## src/rtl/rtc_time_bcd_codec_macros.svh

```systemverilog
// Assertion macros shared by the RTC time BCD codec RTL.
`ifndef RTC_TIME_BCD_CODEC_MACROS_SVH
`define RTC_TIME_BCD_CODEC_MACROS_SVH

// Plain property, sampled on clk_i, off while rst_ni is low.
`define RTCBCD_ASSERT(lbl, prop, msg) \
  lbl: assert property (@(posedge clk_i) disable iff (!rst_ni) (prop)) else $error(msg);

// Same-cycle implication.
`define RTCBCD_ASSERT_IMP(lbl, pre, post, msg) \
  `RTCBCD_ASSERT(lbl, (pre) |-> (post), msg)

`endif

```

## src/rtl/rtcbcd_pkg.sv

```systemverilog
// Shared types and constants of the RTC time BCD codec.
package rtcbcd_pkg;

  localparam int unsigned NumRegs = 7;

  // register byte positions
  localparam int unsigned RegSec  = 0;
  localparam int unsigned RegMin  = 1;
  localparam int unsigned RegHour = 2;
  localparam int unsigned RegWday = 3;
  localparam int unsigned RegDate = 4;
  localparam int unsigned RegMon  = 5;
  localparam int unsigned RegYear = 6;

  localparam int unsigned Hr12Bit    = 6;
  localparam int unsigned PmBit      = 5;
  localparam int unsigned CenturyBit = 7;

  localparam logic [7:0] Hr12Flag    = 8'h40;
  localparam logic [7:0] PmFlag      = 8'h20;
  localparam logic [7:0] Mask5       = 8'h1F;
  localparam logic [7:0] Mask6       = 8'h3F;
  localparam logic [7:0] CenturyFlag = 8'h80;
  localparam logic [7:0] YearOffset  = 8'd100;
  localparam logic [7:0] YearMax     = 8'd99;
  localparam logic [8:0] WdayShift   = 9'd12;
  localparam logic [3:0] WdayMod     = 4'd7;

  typedef enum logic {
    ModeDecode = 1'b0,
    ModeEncode = 1'b1
  } mode_e;

  typedef logic [7:0] byte_t;

  // one pipeline lane: seven byte values plus the flags that travel along
  typedef struct packed {
    mode_e                    mode;
    logic [NumRegs-1:0][7:0]  val;
    logic                     twelve;
    logic                     pm;
    logic                     century;
  } lane_t;

endpackage

```

## src/rtl/rtcbcd_if.sv

```systemverilog
// Request and result channel interfaces of the RTC time BCD codec.
interface rtcbcd_in_if;
  logic        valid;
  logic        ready;
  logic        mode;
  logic [55:0] time_regs;
  logic [5:0]  seconds;
  logic [5:0]  minutes;
  logic [4:0]  hours;
  logic [2:0]  weekday;
  logic [4:0]  date;
  logic [3:0]  month;
  logic [7:0]  year;
  logic        twelve_hour;
  logic        afternoon;

  modport source (
    output valid, mode, time_regs, seconds, minutes, hours, weekday, date, month, year,
           twelve_hour, afternoon,
    input  ready
  );
  modport sink (
    input  valid, mode, time_regs, seconds, minutes, hours, weekday, date, month, year,
           twelve_hour, afternoon,
    output ready
  );
endinterface

interface rtcbcd_out_if;
  logic        valid;
  logic        ready;
  logic [55:0] regs_out;
  logic [7:0]  sec_out;
  logic [7:0]  min_out;
  logic [5:0]  hour_out;
  logic [2:0]  wday_out;
  logic [7:0]  mday_out;
  logic [6:0]  mon_out;
  logic [8:0]  yr_out;
  logic        is_twelve;
  logic        is_pm;

  modport source (
    output valid, regs_out, sec_out, min_out, hour_out, wday_out, mday_out, mon_out,
           yr_out, is_twelve, is_pm,
    input  ready
  );
  modport sink (
    input  valid, regs_out, sec_out, min_out, hour_out, wday_out, mday_out, mon_out,
           yr_out, is_twelve, is_pm,
    output ready
  );
endinterface

```

## src/rtl/rtcbcd_prep.sv

```systemverilog
// Stage 1: flag extraction, masking and encode-side value preparation.
module rtcbcd_prep (
  input  logic                clk_i,
  input  logic                rst_ni,
  rtcbcd_in_if.sink           req_i,
  output logic                valid_o,
  output rtcbcd_pkg::lane_t   data_o,
  input  logic                ready_i
);

  rtcbcd_pkg::lane_t   data_d, data_q;
  logic                valid_q;
  rtcbcd_pkg::byte_t   hb, mb;
  logic                yr_hi;

  assign req_i.ready = !valid_q || ready_i;

  always_comb begin
    hb     = req_i.time_regs[8*rtcbcd_pkg::RegHour +: 8];
    mb     = req_i.time_regs[8*rtcbcd_pkg::RegMon +: 8];
    yr_hi  = req_i.year > rtcbcd_pkg::YearMax;
    data_d = '0;
    data_d.mode = rtcbcd_pkg::mode_e'(req_i.mode);
    if (data_d.mode == rtcbcd_pkg::ModeDecode) begin
      for (int k = 0; k < rtcbcd_pkg::NumRegs; k++) begin
        data_d.val[k] = req_i.time_regs[8*k +: 8];
      end
      data_d.twelve  = hb[rtcbcd_pkg::Hr12Bit];
      data_d.pm      = hb[rtcbcd_pkg::Hr12Bit] & hb[rtcbcd_pkg::PmBit];
      data_d.century = mb[rtcbcd_pkg::CenturyBit];
      data_d.val[rtcbcd_pkg::RegHour] = hb[rtcbcd_pkg::Hr12Bit] ? (hb & rtcbcd_pkg::Mask5)
                                                                 : (hb & rtcbcd_pkg::Mask6);
      if (mb[rtcbcd_pkg::CenturyBit]) begin
        data_d.val[rtcbcd_pkg::RegMon] = mb & rtcbcd_pkg::Mask5;
      end
    end else begin
      data_d.val[rtcbcd_pkg::RegSec]  = {2'b00, req_i.seconds};
      data_d.val[rtcbcd_pkg::RegMin]  = {2'b00, req_i.minutes};
      data_d.val[rtcbcd_pkg::RegHour] = {3'b000, req_i.hours};
      // weekday 7 wraps to 0 before the +1
      data_d.val[rtcbcd_pkg::RegWday] = (req_i.weekday == 3'd7) ? 8'd1
                                        : ({5'b00000, req_i.weekday} + 8'd1);
      data_d.val[rtcbcd_pkg::RegDate] = {3'b000, req_i.date};
      data_d.val[rtcbcd_pkg::RegMon]  = {4'b0000, req_i.month};
      data_d.val[rtcbcd_pkg::RegYear] = yr_hi ? (req_i.year - rtcbcd_pkg::YearOffset)
                                              : req_i.year;
      data_d.century = yr_hi;
      data_d.twelve  = req_i.twelve_hour;
      data_d.pm      = req_i.afternoon;
    end
  end

  always_ff @(posedge clk_i or negedge rst_ni) begin
    if (!rst_ni) begin
      valid_q <= 1'b0;
    end else if (req_i.ready) begin
      valid_q <= req_i.valid;
    end
  end

  always_ff @(posedge clk_i) begin
    if (req_i.ready && req_i.valid) begin
      data_q <= data_d;
    end
  end

  assign valid_o = valid_q;
  assign data_o  = data_q;

endmodule

```

## src/rtl/rtcbcd_conv.sv

```systemverilog
// Stage 2: per-byte BCD to binary or binary to BCD conversion, seven lanes.
module rtcbcd_conv (
  input  logic                clk_i,
  input  logic                rst_ni,
  input  logic                valid_i,
  input  rtcbcd_pkg::lane_t   data_i,
  output logic                ready_o,
  output logic                valid_o,
  output rtcbcd_pkg::lane_t   data_o,
  input  logic                ready_i
);

  rtcbcd_pkg::lane_t data_d, data_q;
  logic              valid_q;

  // lo + hi * 10, digits unchecked
  function automatic rtcbcd_pkg::byte_t from_bcd(rtcbcd_pkg::byte_t b);
    return {4'b0000, b[3:0]} + {1'b0, b[7:4], 3'b000} + {3'b000, b[7:4], 1'b0};
  endfunction

  // v / 10 as (v * 205) >> 11, exact over 8 bits
  function automatic rtcbcd_pkg::byte_t to_bcd(rtcbcd_pkg::byte_t v);
    logic [15:0]       prod;
    logic [4:0]        quo;
    rtcbcd_pkg::byte_t rem;
    prod = {8'h00, v} * 16'd205;
    quo  = prod[15:11];
    rem  = v - {quo, 3'b000} - {2'b00, quo, 1'b0};
    return {quo[3:0], rem[3:0]};
  endfunction

  always_comb begin
    data_d = data_i;
    for (int k = 0; k < rtcbcd_pkg::NumRegs; k++) begin
      data_d.val[k] = (data_i.mode == rtcbcd_pkg::ModeDecode) ? from_bcd(data_i.val[k])
                                                             : to_bcd(data_i.val[k]);
    end
  end

  assign ready_o = !valid_q || ready_i;

  always_ff @(posedge clk_i or negedge rst_ni) begin
    if (!rst_ni) begin
      valid_q <= 1'b0;
    end else if (ready_o) begin
      valid_q <= valid_i;
    end
  end

  always_ff @(posedge clk_i) begin
    if (ready_o && valid_i) begin
      data_q <= data_d;
    end
  end

  assign valid_o = valid_q;
  assign data_o  = data_q;

endmodule

```

## src/rtl/rtcbcd_pack.sv

```systemverilog
// Stage 3: weekday remap, century year, flag merge and result register.
`include "rtc_time_bcd_codec_macros.svh"

module rtcbcd_pack (
  input  logic                clk_i,
  input  logic                rst_ni,
  input  logic                valid_i,
  input  rtcbcd_pkg::lane_t   data_i,
  output logic                ready_o,
  rtcbcd_out_if.source        rsp_o
);

  typedef struct packed {
    logic [55:0] regs_out;
    logic [7:0]  sec_out;
    logic [7:0]  min_out;
    logic [5:0]  hour_out;
    logic [2:0]  wday_out;
    logic [7:0]  mday_out;
    logic [6:0]  mon_out;
    logic [8:0]  yr_out;
    logic        is_twelve;
    logic        is_pm;
  } rsp_t;

  rsp_t              rsp_d, rsp_q;
  logic              valid_q;
  rtcbcd_pkg::byte_t hour_b, mon_b;

  // ((d + 12) mod 7) + 1 by folding base 8 (8 = 1 mod 7)
  function automatic logic [2:0] wday_map(rtcbcd_pkg::byte_t d);
    logic [8:0] x;
    logic [5:0] y;
    logic [3:0] z;
    x = {1'b0, d} + rtcbcd_pkg::WdayShift;
    y = x[8:3] + {3'b000, x[2:0]};
    z = {1'b0, y[5:3]} + {1'b0, y[2:0]};
    if (z >= rtcbcd_pkg::WdayMod) begin
      z = z - rtcbcd_pkg::WdayMod;
    end
    return z[2:0] + 3'd1;
  endfunction

  always_comb begin
    rsp_d  = '0;
    hour_b = data_i.val[rtcbcd_pkg::RegHour];
    mon_b  = data_i.val[rtcbcd_pkg::RegMon];
    if (data_i.mode == rtcbcd_pkg::ModeDecode) begin
      rsp_d.sec_out   = data_i.val[rtcbcd_pkg::RegSec];
      rsp_d.min_out   = data_i.val[rtcbcd_pkg::RegMin];
      rsp_d.hour_out  = hour_b[5:0];
      rsp_d.wday_out  = wday_map(data_i.val[rtcbcd_pkg::RegWday]);
      rsp_d.mday_out  = data_i.val[rtcbcd_pkg::RegDate];
      rsp_d.mon_out   = mon_b[6:0];
      rsp_d.yr_out    = {1'b0, data_i.val[rtcbcd_pkg::RegYear]}
                        + (data_i.century ? {1'b0, rtcbcd_pkg::YearOffset} : 9'd0);
      rsp_d.is_twelve = data_i.twelve;
      rsp_d.is_pm     = data_i.pm;
    end else begin
      if (data_i.twelve) begin
        hour_b = (hour_b & rtcbcd_pkg::Mask5) | rtcbcd_pkg::Hr12Flag
                 | (data_i.pm ? rtcbcd_pkg::PmFlag : 8'h00);
      end
      if (data_i.century) begin
        mon_b = mon_b | rtcbcd_pkg::CenturyFlag;
      end
      rsp_d.regs_out = {data_i.val[rtcbcd_pkg::RegYear], mon_b,
                        data_i.val[rtcbcd_pkg::RegDate], data_i.val[rtcbcd_pkg::RegWday],
                        hour_b, data_i.val[rtcbcd_pkg::RegMin],
                        data_i.val[rtcbcd_pkg::RegSec]};
    end
  end

  assign ready_o = !valid_q || rsp_o.ready;

  always_ff @(posedge clk_i or negedge rst_ni) begin
    if (!rst_ni) begin
      valid_q <= 1'b0;
    end else if (ready_o) begin
      valid_q <= valid_i;
    end
  end

  always_ff @(posedge clk_i) begin
    if (ready_o && valid_i) begin
      rsp_q <= rsp_d;
    end
  end

  assign rsp_o.valid     = valid_q;
  assign rsp_o.regs_out  = rsp_q.regs_out;
  assign rsp_o.sec_out   = rsp_q.sec_out;
  assign rsp_o.min_out   = rsp_q.min_out;
  assign rsp_o.hour_out  = rsp_q.hour_out;
  assign rsp_o.wday_out  = rsp_q.wday_out;
  assign rsp_o.mday_out  = rsp_q.mday_out;
  assign rsp_o.mon_out   = rsp_q.mon_out;
  assign rsp_o.yr_out    = rsp_q.yr_out;
  assign rsp_o.is_twelve = rsp_q.is_twelve;
  assign rsp_o.is_pm     = rsp_q.is_pm;

  // encode always stores a nonzero weekday byte, so nonzero regs means encode
  `RTCBCD_ASSERT_IMP(a_encode_zeroes_decode, valid_q && (rsp_q.regs_out != '0), rsp_q.sec_out == '0 && rsp_q.min_out == '0 && rsp_q.hour_out == '0 && rsp_q.wday_out == '0 && rsp_q.mday_out == '0 && rsp_q.mon_out == '0 && rsp_q.yr_out == '0 && !rsp_q.is_twelve && !rsp_q.is_pm, "decode fields set in encode result")
  `RTCBCD_ASSERT_IMP(a_pm_needs_twelve, valid_q && rsp_q.is_pm, rsp_q.is_twelve, "pm flag without 12-hour flag")
  `RTCBCD_ASSERT_IMP(a_decode_wday_nonzero, valid_q && (rsp_q.regs_out == '0), rsp_q.wday_out != '0, "decoded weekday out of range")

endmodule

```

## src/rtl/rtc_time_bcd_codec.sv

```systemverilog
// Top level of the RTC time BCD codec: three-stage conversion pipeline.
//
//  channel | dir | modport             | content
//  req_i   | in  | rtcbcd_in_if.sink   | mode, register bytes, binary time fields
//  rsp_o   | out | rtcbcd_out_if.source| encoded register bytes, decoded fields
//
// One request per cycle while rsp_o.ready is high; each result is registered in turn by
// the three register stages: prep, lane conversion, pack.
// Each stage holds one request and takes a new one when empty or when moving on.
// rsp_o.ready low stalls the stages back to req_i without loss or repeat.
// Reset clears the stage valid bits only; the stage data registers are not reset.
module rtc_time_bcd_codec (
  input  logic          clk_i,
  input  logic          rst_ni,
  rtcbcd_in_if.sink     req_i,
  rtcbcd_out_if.source  rsp_o
);

  rtcbcd_pkg::lane_t s1_data, s2_data;
  logic              s1_valid, s1_ready, s2_valid, s2_ready;

  rtcbcd_prep u_prep (
    .clk_i   (clk_i),
    .rst_ni  (rst_ni),
    .req_i   (req_i),
    .valid_o (s1_valid),
    .data_o  (s1_data),
    .ready_i (s1_ready)
  );

  rtcbcd_conv u_conv (
    .clk_i   (clk_i),
    .rst_ni  (rst_ni),
    .valid_i (s1_valid),
    .data_i  (s1_data),
    .ready_o (s1_ready),
    .valid_o (s2_valid),
    .data_o  (s2_data),
    .ready_i (s2_ready)
  );

  rtcbcd_pack u_pack (
    .clk_i   (clk_i),
    .rst_ni  (rst_ni),
    .valid_i (s2_valid),
    .data_i  (s2_data),
    .ready_o (s2_ready),
    .rsp_o   (rsp_o)
  );

endmodule

```

## src/flat_wrapper.sv

```systemverilog
// flat-port wrapper written by rule: the top's interface ports become plain ports
module rtc_time_bcd_codec_flat 
  (clk_i, rst_ni, req_i_valid, req_i_mode, req_i_time_regs, req_i_seconds, req_i_minutes, req_i_hours, req_i_weekday, req_i_date, req_i_month, req_i_year, req_i_twelve_hour, req_i_afternoon, req_i_ready, rsp_o_valid, rsp_o_regs_out, rsp_o_sec_out, rsp_o_min_out, rsp_o_hour_out, rsp_o_wday_out, rsp_o_mday_out, rsp_o_mon_out, rsp_o_yr_out, rsp_o_is_twelve, rsp_o_is_pm, rsp_o_ready);
  rtcbcd_in_if req_i_i ();
  rtcbcd_out_if rsp_o_i ();
  input  logic clk_i;
  input  logic rst_ni;
  input wire logic [$bits(req_i_i.valid)-1:0] req_i_valid;
  input wire logic [$bits(req_i_i.mode)-1:0] req_i_mode;
  input wire logic [$bits(req_i_i.time_regs)-1:0] req_i_time_regs;
  input wire logic [$bits(req_i_i.seconds)-1:0] req_i_seconds;
  input wire logic [$bits(req_i_i.minutes)-1:0] req_i_minutes;
  input wire logic [$bits(req_i_i.hours)-1:0] req_i_hours;
  input wire logic [$bits(req_i_i.weekday)-1:0] req_i_weekday;
  input wire logic [$bits(req_i_i.date)-1:0] req_i_date;
  input wire logic [$bits(req_i_i.month)-1:0] req_i_month;
  input wire logic [$bits(req_i_i.year)-1:0] req_i_year;
  input wire logic [$bits(req_i_i.twelve_hour)-1:0] req_i_twelve_hour;
  input wire logic [$bits(req_i_i.afternoon)-1:0] req_i_afternoon;
  output wire logic [$bits(req_i_i.ready)-1:0] req_i_ready;
  output wire logic [$bits(rsp_o_i.valid)-1:0] rsp_o_valid;
  output wire logic [$bits(rsp_o_i.regs_out)-1:0] rsp_o_regs_out;
  output wire logic [$bits(rsp_o_i.sec_out)-1:0] rsp_o_sec_out;
  output wire logic [$bits(rsp_o_i.min_out)-1:0] rsp_o_min_out;
  output wire logic [$bits(rsp_o_i.hour_out)-1:0] rsp_o_hour_out;
  output wire logic [$bits(rsp_o_i.wday_out)-1:0] rsp_o_wday_out;
  output wire logic [$bits(rsp_o_i.mday_out)-1:0] rsp_o_mday_out;
  output wire logic [$bits(rsp_o_i.mon_out)-1:0] rsp_o_mon_out;
  output wire logic [$bits(rsp_o_i.yr_out)-1:0] rsp_o_yr_out;
  output wire logic [$bits(rsp_o_i.is_twelve)-1:0] rsp_o_is_twelve;
  output wire logic [$bits(rsp_o_i.is_pm)-1:0] rsp_o_is_pm;
  input wire logic [$bits(rsp_o_i.ready)-1:0] rsp_o_ready;
  assign req_i_i.valid = req_i_valid;
  assign req_i_i.mode = req_i_mode;
  assign req_i_i.time_regs = req_i_time_regs;
  assign req_i_i.seconds = req_i_seconds;
  assign req_i_i.minutes = req_i_minutes;
  assign req_i_i.hours = req_i_hours;
  assign req_i_i.weekday = req_i_weekday;
  assign req_i_i.date = req_i_date;
  assign req_i_i.month = req_i_month;
  assign req_i_i.year = req_i_year;
  assign req_i_i.twelve_hour = req_i_twelve_hour;
  assign req_i_i.afternoon = req_i_afternoon;
  assign req_i_ready = req_i_i.ready;
  assign rsp_o_valid = rsp_o_i.valid;
  assign rsp_o_regs_out = rsp_o_i.regs_out;
  assign rsp_o_sec_out = rsp_o_i.sec_out;
  assign rsp_o_min_out = rsp_o_i.min_out;
  assign rsp_o_hour_out = rsp_o_i.hour_out;
  assign rsp_o_wday_out = rsp_o_i.wday_out;
  assign rsp_o_mday_out = rsp_o_i.mday_out;
  assign rsp_o_mon_out = rsp_o_i.mon_out;
  assign rsp_o_yr_out = rsp_o_i.yr_out;
  assign rsp_o_is_twelve = rsp_o_i.is_twelve;
  assign rsp_o_is_pm = rsp_o_i.is_pm;
  assign rsp_o_i.ready = rsp_o_ready;
  rtc_time_bcd_codec u_core (.clk_i(clk_i), .rst_ni(rst_ni), .req_i(req_i_i), .rsp_o(rsp_o_i));
endmodule
```

## config.mk

```make
export PLATFORM = sky130hd
export DESIGN_NAME = rtc_time_bcd_codec_flat
export DESIGN_NICKNAME = d
export VERILOG_FILES = /design/src/rtl/rtcbcd_pkg.sv /design/src/rtl/rtcbcd_if.sv /design/src/rtl/rtcbcd_prep.sv /design/src/rtl/rtcbcd_conv.sv /design/src/rtl/rtcbcd_pack.sv /design/src/rtl/rtc_time_bcd_codec.sv /design/src/flat_wrapper.sv
export VERILOG_INCLUDE_DIRS = /design/src /design/src/rtl
export SDC_FILE = /design/constraint.sdc
export NUM_CORES = 1
export LEC_CHECK = 0
export BUFFER_PORTS_ARGS = -buffer_cell sky130_fd_sc_hd__buf_2
export CORE_MARGIN = 5
export CORE_UTILIZATION = 35
export CTS_BUF_LIST = sky130_fd_sc_hd__clkbuf_8
export CTS_CLUSTER_DIAMETER = 200
export DETAILED_ROUTE_END_ITERATION = 8
export PLACE_DENSITY = 0.52
export SLEW_MARGIN = 20
export SYNTH_ARGS = -nofsm -noshare
export SYNTH_HDL_FRONTEND = slang
export SYNTH_HIERARCHICAL = 1
export SYNTH_SLANG_ARGS = --single-unit
```

## constraint.sdc

```tcl
create_clock -name clk_i -period 5.1 [get_ports clk_i]
set_clock_uncertainty 0.2 [all_clocks]
set_input_delay 0.765 -clock clk_i [delete_from_list [all_inputs] [get_ports clk_i]]
set_output_delay 0.765 -clock clk_i [all_outputs]
set_load 0.02 [all_outputs]
```

## Word-level counts from Yosys, hierarchy flattened

Cells that the tools add are included.

- Bits in latches: 0
- Memory bits (writable): 0
- Word-level logic and storage cells: 118
- Flip-flop bits (word level): 227
- Output and inout port bits: 109
- Bits of input ports: 100
- Memories: 0
- ROM bits: 0

- Multipliers: 7
- Shift-type cells: 0
- Reduce and logical (&&, ||, !) cells: 11
- Add/sub/neg operators: 36
- Equal/unequal tests: 1
- Bitwise logic cells: 2
- Divide/modulo/power cells: 0
- Order comparisons: 2
- Muxes and demuxes: 18

Operators with widths:

| operator | count |
|---|---|
| $mul 8x8->15 const B | 5 |
| $mux 8 | 9 |
| $mux 59 | 1 |
| $sub 4x4->4 | 14 |
| $add 4x7->8 | 5 |
| $add 8x5->8 | 5 |
| $mux 7 | 3 |
| $mul 7x8->15 const B | 1 |
| $mul 6x8->14 const B | 1 |
| $mux 6 | 2 |
| $add 8x4->9 const B | 1 |
| $add 8x7->9 | 1 |
| $add 7x4->8 | 1 |
| $gt 8x7->1 const B | 1 |
| $sub 8x7->8 const B | 1 |
| $add 4x6->7 | 1 |
| $add 6x3->7 | 1 |
| $or 7x6->7 | 1 |
| $add 4x5->6 | 1 |
| $add 6x3->6 | 1 |
| $mux 3 | 2 |
| $add 3x1->4 const B | 1 |
| $add 3x3->4 | 1 |
| $ge 4x3->1 const B | 1 |
| 9 further kinds | 16 |

## Logic depth before layout (Yosys ltp)

- Depth after elaboration: 7
- Mapped depth: 21
- Gate-level depth less buffers: 21

## By module

Netlist, hierarchy kept.

Modules (own cells, without submodules):

| module | instances | area each (µm²) | cells each | sequential area each (µm²) |
|---|---|---|---|---|
| rtcbcd_conv | 1 | 11443.5 | 1096 | 1826.8 |
| rtcbcd_pack | 1 | 4569.4 | 303 | 3238.1 |
| rtcbcd_prep | 1 | 2611.3 | 168 | 1736.7 |

## Worst setup path before layout

Ideal clock, no wire load.

- Path kind: register to register
- From: register u_core.u_prep.data_q (netlist bit u_core/u_prep/data_o[52])
- To: register u_core.u_conv.data_q (netlist bit u_core/u_conv/data_o[54]) (data pin)
- Path slack: -0.052 ns
- Required time: 4.748 ns
- Path buffers: 0
- Library setup time: 0.152 ns
- Stages on the path, launching flop included: 18
- Period minus slack after synthesis: 5.152 ns
- Arrival: 4.800 ns
- Cells stage by stage: edfxtp_1 ha_1 xor2_1 ha_1 fa_1 inv_1 fa_1 inv_1 ha_1 a2111o_1 a31oi_2 o21bai_1 xor2_1 ha_1 and2_1 or4_4 a22o_1 a31oi_1

RTL lines:

| item | RTL line | source |
|---|---|---|
| start, declared | rtcbcd_prep.sv:11 | `rtcbcd_pkg::lane_t data_d, data_q;` |
| start signal, assigned | rtcbcd_prep.sv:63 | `data_q <= data_d;` |
| end signal, assigned | rtcbcd_conv.sv:52 | `data_q <= data_d;` |
| end, declared | rtcbcd_conv.sv:13 | `rtcbcd_pkg::lane_t data_d, data_q;` |

==> results.md <==
* Status: completed
* Drt drc at 0
* Drt pass-1 iters at 4
* Longest Clk Path Bufs at 3
* Worst setup SP type: register
* Vias per inst at 4.73
* Grt met2 use at 0.238
* Critical path class: reg2reg
* Synth top area cells: edfxtp_1, ha_1, fa_1, inv_1, xnor2_1
* Setup-failing EPs final at 0
* Worst min-delay path category: in2reg
* GR Layer Usage met3 at 0.0373
* Root buf cell: clkbuf_8
* Syn Area/Cell at 11.9 um^2
* Die footprint at approximately 58,000 um^2
* Synth cell types at 76
* RSZ-0062 raised after global routing: yes
* Post-DP Area at roughly 21,000 um^2
* Largest area contributor in the netlist: edfxtp_1
* Most frequent CP cell: ha_1
* Area of all placed cells without fillers at ~22,000 um^2
* Crit-path max cell delay at 0.50 ns
* Ys Warns at 6
* Post-synthesis sequential area ratio at 0.365
* Peak VDD IR at between 300 and 400 uV
* Largest net degree at the start of global routing at 78
* Die Y-Extent at 241 um
* Synthesized instance count at ~1,600
* Clock Latency Late Sink at about 0.59 ns
* Total power at 10.8 mW
* Core Area at roughly 53,000 um^2
* Fraction of registers with async set/reset at 0.0132
* Final worst setup slack at between 0.15 and 0.2 ns
* Vias at 12,400
* Slowest-stage cell, CP: fa_1
* Setup TNS at 0 ns
* Initial DRC Count at about 420
* Critical Path End Type: register
* Placed insts at 2,508
* Core Util, Final at 0.424
* Initial antenna violation count at 0
* First-pass GRT wire length at between 60,000 and 70,000 um
* Wire per inst at approximately 16 um
* Netlist Area Pre-Place at about 19,000 um^2
* Share of cells above drive strength 1 at 0.249
* Layout Nets at 2,452
* Post-synth top area share at 0.361
* Fin crit period at 4.94 ns
* Grt met1 use at 0.192
* GR peak layer: met2
* Slew margin rel. at 0.333
* Final wirelength at 42,000 um
* Least-Margin Pin Slew at approximately 1.0 ns
* Post-synthesis register bit count at around 230
* Clock sink count at roughly 230
* Maxcap violations at 0
* Commonest cells post-synth: ha_1, edfxtp_1, inv_1
* I/O pins at about 210
* CTS tree: done
* Top FF cell, synth: edfxtp_1
* Pleak at 10.6 nW
* Arrival @ worst endpoint at 5.17 ns
* RePlAce Congestion at a little over 0.8
* Non-Filler Instances at about 2,600
* Clk pin slew, worst setup/hold paths at ~0.060 ns
* Final period utilization at 0.969
* Total track usage at 0.145
* Die Width at about 240 um
* Overflow after GRT at 0
* Initial Util at 0.354
* Post-route ant nets at 0
* Site Rows at 84
* Final hold slack at 0.177 ns
* FMAX at slightly above 200 MHz
* Dpl ws at -0.0461 ns
* Hpwl dp at about 33,000 um
* Port-buffer cells at 207
* Cells along the critical path: buf_4, ha_4, xor2_2, ha_1, fa_1, inv_2, fa_1, inv_1, ha_1, and3_4, a221o_1, a31oi_2, inv_1, a21oi_2, xnor2_2, ha_1, nand2_1, nand2_2, xnor3_1, a21oi_2
* Critical path required time at roughly 5.3 ns
* Slew Viols, Final at 0
* Area Growth Syn to Fin at 19.9%
* TritonCTS Buffers at 44
* Final Hold Fails at 0
* Number of global-route vias before repair at about 13,000
* CP max FO at 3
* Most frequent cell after synthesis: ha_1
* Power per cell area at between 400 and 500 nW/um^2
* Clock H-tree levels at 2
* Post-synth EDFFs at 224
area by class of cell:
class	instances	area, um^2
clock buffer	46	633
inverter	199	747
fill	5102	30300
tap	688	861
antenna	1	2.50
timing repair buffer	310	1840
sequential	227	6800
multi-input combinational	1111	11200
clock inverter	35	231
final timing paths:
path,startpoint,end,slack [ns],cells past startpoint
max in group asynchronous,rst_ni,u_core/u_pack/rsp_o.valid$_DFFE_PN0N_,4.29,2
worst max register to register,u_core/u_prep/data_o[20]$_DFFE_PP_,u_core/u_conv/data_o[22]$_DFFE_PP_,0.16,20
worst min register to register,u_core/u_prep/data_o[1]$_DFFE_PP_,u_core/u_conv/data_o[1]$_DFFE_PP_,0.22,0
worst max-delay path,u_core/u_prep/data_o[20]$_DFFE_PP_,u_core/u_conv/data_o[22]$_DFFE_PP_,0.16,20
worst min-delay path,req_i_valid,u_core/u_prep/valid_o$_DFFE_PN0N_,0.18,2
min in group asynchronous,rst_ni,u_core/u_prep/valid_o$_DFFE_PN0N_,0.30,2
logic make-up (layout without fill, tap and decap cells):
logic type	count (synthesis)	in the layout	share of synthesized area
mux	54	54	0.0321
fa+ha+maj	459	459	0.343
xor+xnor	107	107	0.0533
flops	227	227	0.365
buf+inv	231	590	0.0497
simple gates	289	289	0.0860
compound gates	199	199	0.0705
other cells	1	4	0.000201
report_power, final:
| part | internal [mW] | switching [mW] | total [mW] |
|---|---|---|---|
| Clock | 0.991 | 0.825 | 1.82 |
| Combinational | 3.02 | 3.09 | 6.11 |
| Sequential | 2.64 | 0.203 | 2.84 |
| Total | 6.65 | 4.12 | 10.8 |
what timing repair did:
item	CTS	global route
pin swaps	6	52
hold buffers	1	0
gates resized for setup	6	54
endpoints found under the setup margin	4	10
endpoints found under the hold margin	3	0
buffers inserted	1	26
flip-flops by register name, indices dropped and copies added (netlist names):
name	cells
u_core/u_conv/data_o	60
u_core/u_prep/data_o	57
u_core/u_pack/rsp_o.regs_out	56
u_core/u_pack/rsp_o.yr_out	9
u_core/u_pack/rsp_o.mday_out	8
u_core/u_pack/rsp_o.min_out	8
u_core/u_pack/rsp_o.sec_out	8
u_core/u_pack/rsp_o.mon_out	7
u_core/u_pack/rsp_o.hour_out	6
u_core/u_pack/rsp_o.wday_out	3
u_core/u_conv/valid_o	1
u_core/u_pack/rsp_o.is_pm	1
u_core/u_pack/rsp_o.is_twelve	1
u_core/u_pack/rsp_o.valid	1
u_core/u_prep/valid_o	1
layer usage:
| metal | vias to the layer above | part of all wire |
|---|---|---|
| li1 | 6169 | - |
| met1 | 5887 | 0.45 |
| met2 | 256 | 0.46 |
| met3 | 62 | 0.063 |
| met4 | 0 | 0.023 |
| met5 | - | 0 |
worst max-delay path, delay by kind of cell (launching register included):
kind / cells / cell delay, ns
buf+inv: 4 / 0.34
xor+xnor: 3 / 0.65
fa+ha+maj: 6 / 1.99
simple gates: 3 / 0.32
flops: 1 / 0.46
compound gates: 4 / 0.82
placed cells by master (no fill, tap or decap), types with 33 or more instances in the layout:
| master | count |
|---|---|
| o21ai_0 | 48 |
| xor2_1 | 33 |
| xnor2_1 | 64 |
| and2_1 | 56 |
| inv_1 | 208 |
| nand2_1 | 55 |
| a21oi_1 | 38 |
| nor2b_1 | 73 |
| mux2_2 | 46 |
| buf_2 | 206 |
| buf_4 | 96 |
| edfxtp_1 | 224 |
| ha_1 | 356 |
| fa_1 | 84 |
| nor2_1 | 35 |
| clkbuf_8 | 46 |
Note: power is estimated with default switching activity, not from simulation.
